`config.mk`:
```
export PLATFORM = sky130hd
export DESIGN_NAME = svo_oct_unit
export DESIGN_NICKNAME = d
export VERILOG_FILES = /design/src/design/svo_pkg.sv /design/src/design/svo_oct_unit.sv
export SDC_FILE = /design/constraint.sdc
export NUM_CORES = 1
export LEC_CHECK = 0
export BUFFER_PORTS_ARGS = -buffer_cell sky130_fd_sc_hd__buf_2
export CAP_MARGIN = 0
export CORE_MARGIN = 2
export CORE_UTILIZATION = 30
export DETAILED_ROUTE_END_ITERATION = 8
export GPL_TIMING_DRIVEN = 0
export PLACE_DENSITY_LB_ADDON = 0.12
export SLEW_MARGIN = 20
export SYNTH_ARGS = -nofsm -noshare
export SYNTH_HDL_FRONTEND = slang
export SYNTH_SLANG_ARGS = --single-unit
```
`constraint.sdc`:
```
create_clock -name vclk -period 11.8
set_clock_uncertainty 0.2 [all_clocks]
set_input_delay 2.36 -clock vclk [all_inputs]
set_output_delay 2.36 -clock vclk [all_outputs]
set_load 0.1 [all_outputs]
```
`src/design/svo_pkg.sv`:
```
// ----------------------------------------------------------------------------
// svo_pkg
// Shared widths, codes and types of the sparse voxel octree lookup block.
// ----------------------------------------------------------------------------
`default_nettype none

package svo_pkg;

  localparam int NODE_W  = 12;               // 4096 nodes
  localparam int SLOT_W  = 3;                // eight children per node
  localparam int ADDR_W  = NODE_W + SLOT_W;  // child word store address
  localparam int WORD_W  = 32;
  localparam int COORD_W = 8;
  localparam int LVL_W   = 4;
  localparam int HALF_W  = 8;                // largest half size is 128
  localparam int SHAMT_W = 3;
  localparam int SUM_W   = WORD_W + 2;       // node index plus signed offset

  localparam logic [LVL_W-1:0] MAX_LEVELS   = 4'd8;
  localparam logic [LVL_W-1:0] LEVELS_RESET = 4'd8;

  // request opcodes
  localparam logic OP_WRITE  = 1'b0;
  localparam logic OP_LOOKUP = 1'b1;

  // result status codes
  localparam logic [1:0] ST_WRITE = 2'd0;
  localparam logic [1:0] ST_FOUND = 2'd1;
  localparam logic [1:0] ST_FAIL  = 2'd2;

  // request tdata layout
  localparam int IN_DATA_W  = 72;
  localparam int NODE_LSB   = 0;
  localparam int SLOT_LSB   = 12;
  localparam int LEAF_LSB   = 15;
  localparam int WORD_LSB   = 16;
  localparam int POSX_LSB   = 48;
  localparam int POSY_LSB   = 56;
  localparam int POSZ_LSB   = 64;

  typedef struct packed {
    logic [COORD_W-1:0] z;
    logic [COORD_W-1:0] y;
    logic [COORD_W-1:0] x;
  } coord_t;

  typedef struct packed {
    logic              en;
    logic [ADDR_W-1:0] addr;
    logic              leaf;
    logic [WORD_W-1:0] word;
  } mem_wr_t;

  typedef struct packed {
    logic              leaf;
    logic [WORD_W-1:0] word;
  } mem_rd_t;

endpackage

`default_nettype wire

```
`src/design/svo_oct_unit.sv`:
```
// ----------------------------------------------------------------------------
// svo_oct_unit
// One level of descent: octant pick and next cell corner.
// ----------------------------------------------------------------------------
`default_nettype none

module svo_oct_unit (
  input  svo_pkg::coord_t              pos_i,
  input  svo_pkg::coord_t              corner_i,
  input  wire  [svo_pkg::HALF_W-1:0]   half_i,
  output logic [svo_pkg::SLOT_W-1:0]   oct_o,
  output svo_pkg::coord_t              corner_o
);

  logic [svo_pkg::COORD_W:0] mid_x, mid_y, mid_z;

  // pos - corner >= half  <=>  pos >= corner + half (corner never exceeds pos)
  assign mid_x = {1'b0, corner_i.x} + {1'b0, half_i};
  assign mid_y = {1'b0, corner_i.y} + {1'b0, half_i};
  assign mid_z = {1'b0, corner_i.z} + {1'b0, half_i};

  assign oct_o[0] = {1'b0, pos_i.x} >= mid_x;
  assign oct_o[1] = {1'b0, pos_i.y} >= mid_y;
  assign oct_o[2] = {1'b0, pos_i.z} >= mid_z;

  assign corner_o.x = oct_o[0] ? mid_x[svo_pkg::COORD_W-1:0] : corner_i.x;
  assign corner_o.y = oct_o[1] ? mid_y[svo_pkg::COORD_W-1:0] : corner_i.y;
  assign corner_o.z = oct_o[2] ? mid_z[svo_pkg::COORD_W-1:0] : corner_i.z;

endmodule

`default_nettype wire

```
==> results.sh <==
export IMPL_status="finished clean"
export IMPL_wl_um=4710
export IMPL_cts_setup_buffers=0
export IMPL_post_synth_cell_area_avg_sq_um=8.88
export IMPL_clkbuf_count=0
export IMPL_synth_nets=324
export IMPL_drv_cap=0
export IMPL_syn_inst=217
export IMPL_holdCritPathClass="in -> out"
export IMPL_yosys_top_cells_area="ha_1 (31%), mux2i_1 (9.4%), a21o_1 (5.5%)"
export IMPL_peakVddDrop_mv=0.0865
export IMPL_antenna_found_initial=0
export IMPL_worstPathRequired_ns=9.24
export IMPL_cp_start_kind="input port"
export IMPL_ctsHoldBuffers=0
export IMPL_fp_dieW_um=84.1
export IMPL_p_leak_uw=0.00133
export IMPL_vias_per_cell=4.88
export IMPL_yosysSeqAreaShare_pct=0
export IMPL_arrival_ns=5.80
export IMPL_slew_violations=0
export IMPL_area_delta_synth_final_pct=26.6
export IMPL_synth_top_cell_area_share_pct=31.2
export IMPL_synth_top_area_cell="ha_1"
export IMPL_hold_viol=0
export IMPL_drive_gt1_share_pct=34.0
export IMPL_fin_nets=409
export IMPL_fin_hold_ws_ns=5.00
export IMPL_drt_pass1_iter_count=4
export IMPL_grt_pass1_vias=1835
export IMPL_drtIter0Drc=28
export IMPL_grt_pass1_wl_um=8020
export IMPL_finalCritPeriodShare_pct=70.8
export IMPL_p_per_area_nw_per_um2=135
export IMPL_synthDistinctLibCells=32
export IMPL_setup_viol=0
export IMPL_register_area_sq_um=0
export IMPL_grt_ovfl_total=0
export IMPL_synthTopCellsByCount="ha_1 (48), inv_1 (25), mux2i_1 (18), a21o_1 (14), xor2_1 (12)"
export IMPL_postCtsResizedCells=0
export IMPL_diodes=0
export IMPL_yosys_warnings=0
export IMPL_wl_per_cell_um=12.5
export IMPL_io_pins=83
export IMPL_design_seq_count=0
export IMPL_relSlewSlack_pct=58.6
export IMPL_slowest_delay_ns=0.63
export IMPL_critPathCaptureType="output pin"
export IMPL_tightest_slew_ns=0.620
export IMPL_die_y_um=84.1
export IMPL_vias=1838
export IMPL_crit_path_top_delay_cell="a311oi_4"
export IMPL_port_buffers=83
export IMPL_design_core_area_sq_um=6280
export IMPL_fp_row_count=29
export IMPL_fmax_ghz=0.120
export IMPL_post_synth_top_count_cell="ha_1"
export IMPL_grt_use_total_pct=13.1
export IMPL_netlist_area_sq_um=1930
export IMPL_fin_setup_tns_ns=0
export IMPL_crit_chain="buf_2 -> ha_1 -> inv_1 -> fa_1 -> nor2b_1 -> o2111ai_2 -> nand2_2 -> xnor2_1 -> ha_1 -> and3_1 -> a221o_1 -> a41oi_2 -> a311oi_4 -> mux2i_1 -> buf_2"
export IMPL_drc=0
export IMPL_path_max_fanout=8
export IMPL_final_antenna_net_count=0
export IMPL_rsz0062_at_grt="no"
export IMPL_die_area_sq_um=7080
export IMPL_period_minus_slack_ns=8.36
export IMPL_dp_hpwl_um=4380
export IMPL_place_congestion=0.762
export IMPL_start_util_pct=30.7
export IMPL_grt_max_degree=9
export IMPL_crit_type="in -> out"
kinds of logic (layout without fill, tap and decap cells):
logic type | after synthesis | after routing | share of synthesized area, %
adder cells (fa/ha/maj) | 51 | 51 | 34.3
AO/OA/AOI/OAI | 77 | 77 | 34.2
buffers and inverters | 27 | 110 | 5.26
XOR/XNOR | 18 | 18 | 8.18
AND/OR/NAND/NOR | 23 | 23 | 6.43
multiplexers | 21 | 21 | 11.7
metal layers:
metal / wire (um) / GRT usage [%]
met5: 0 / 0
met4: 0 / 0
met2: 2310 / 24.6
met3: 173 / 0.295
met1: 2230 / 17.8
path summary, 6_finish.rpt:
path	from	end	cells after the start
worst max-delay path	half_i[0]	corner_o[3]	15
worst min-delay path	corner_i[15]	corner_o[15]	4
area by class of cell:
| type | instances | area (sq um) |
|---|---|---|
| Fill cell | 682 | 3840 |
| Multi-Input combinational cell | 190 | 1830 |
| Timing Repair Buffer | 83 | 415 |
| Tap cell | 77 | 96.3 |
| Inverter | 25 | 93.8 |
| Buffer | 2 | 7.51 |
worst max-delay path: cells and delay by family:
kind                       cells  cell delay [ns]
AOI/OAI and AO/OA              4             1.02
xor gates and xnor gates       1             0.08
adders and majority gates      3             0.90
buffers and inverters          3             0.65
muxes                          1             0.26
and+or+nand+nor                3             0.53
where the power goes:
part	total [uW]	internal, uW	switching [uW]	leakage [uW]
sequential	0	0	0	0
clock	0	0	0	0
combinational	329	87.5	242	0.00133
total	329	87.5	242	0.00133
per-stage QoR:
| stage | cell area [sq um] | instances | worst slack [ns] | power, uW | utilization (%) |
|---|---|---|---|---|---|
| after floorplan | 1930 | 217 | 2.15 | 280 | - |
| after global placement | 2440 | 377 | 3.36 | 332 | 38.8 |
| after detailed placement | 2440 | 377 | 3.38 | 332 | 38.8 |
| after CTS | 2440 | 377 | 3.37 | 333 | 38.8 |
| after global routing | 2440 | 377 | 3.14 | 353 | 38.8 |
| final | 2440 | 377 | 3.44 | 329 | 38.8 |
cell usage in the layout, fill, tap and decap left out, types with 6 or more instances in the layout:
cell / netlist / routed
mux2i_1: 18 / 18
xor2_1: 12 / 12
nand2_1: 7 / 7
a211o_1: 6 / 6
buf_2: 0 / 83
xnor2_1: 6 / 6
a21oi_1: 9 / 9
o21a_1: 7 / 7
nor2b_1: 6 / 6
inv_1: 25 / 25
o21ai_1: 9 / 9
a21o_1: 14 / 14
ha_1: 48 / 48
Note: power is estimated with default switching activity, not from simulation.
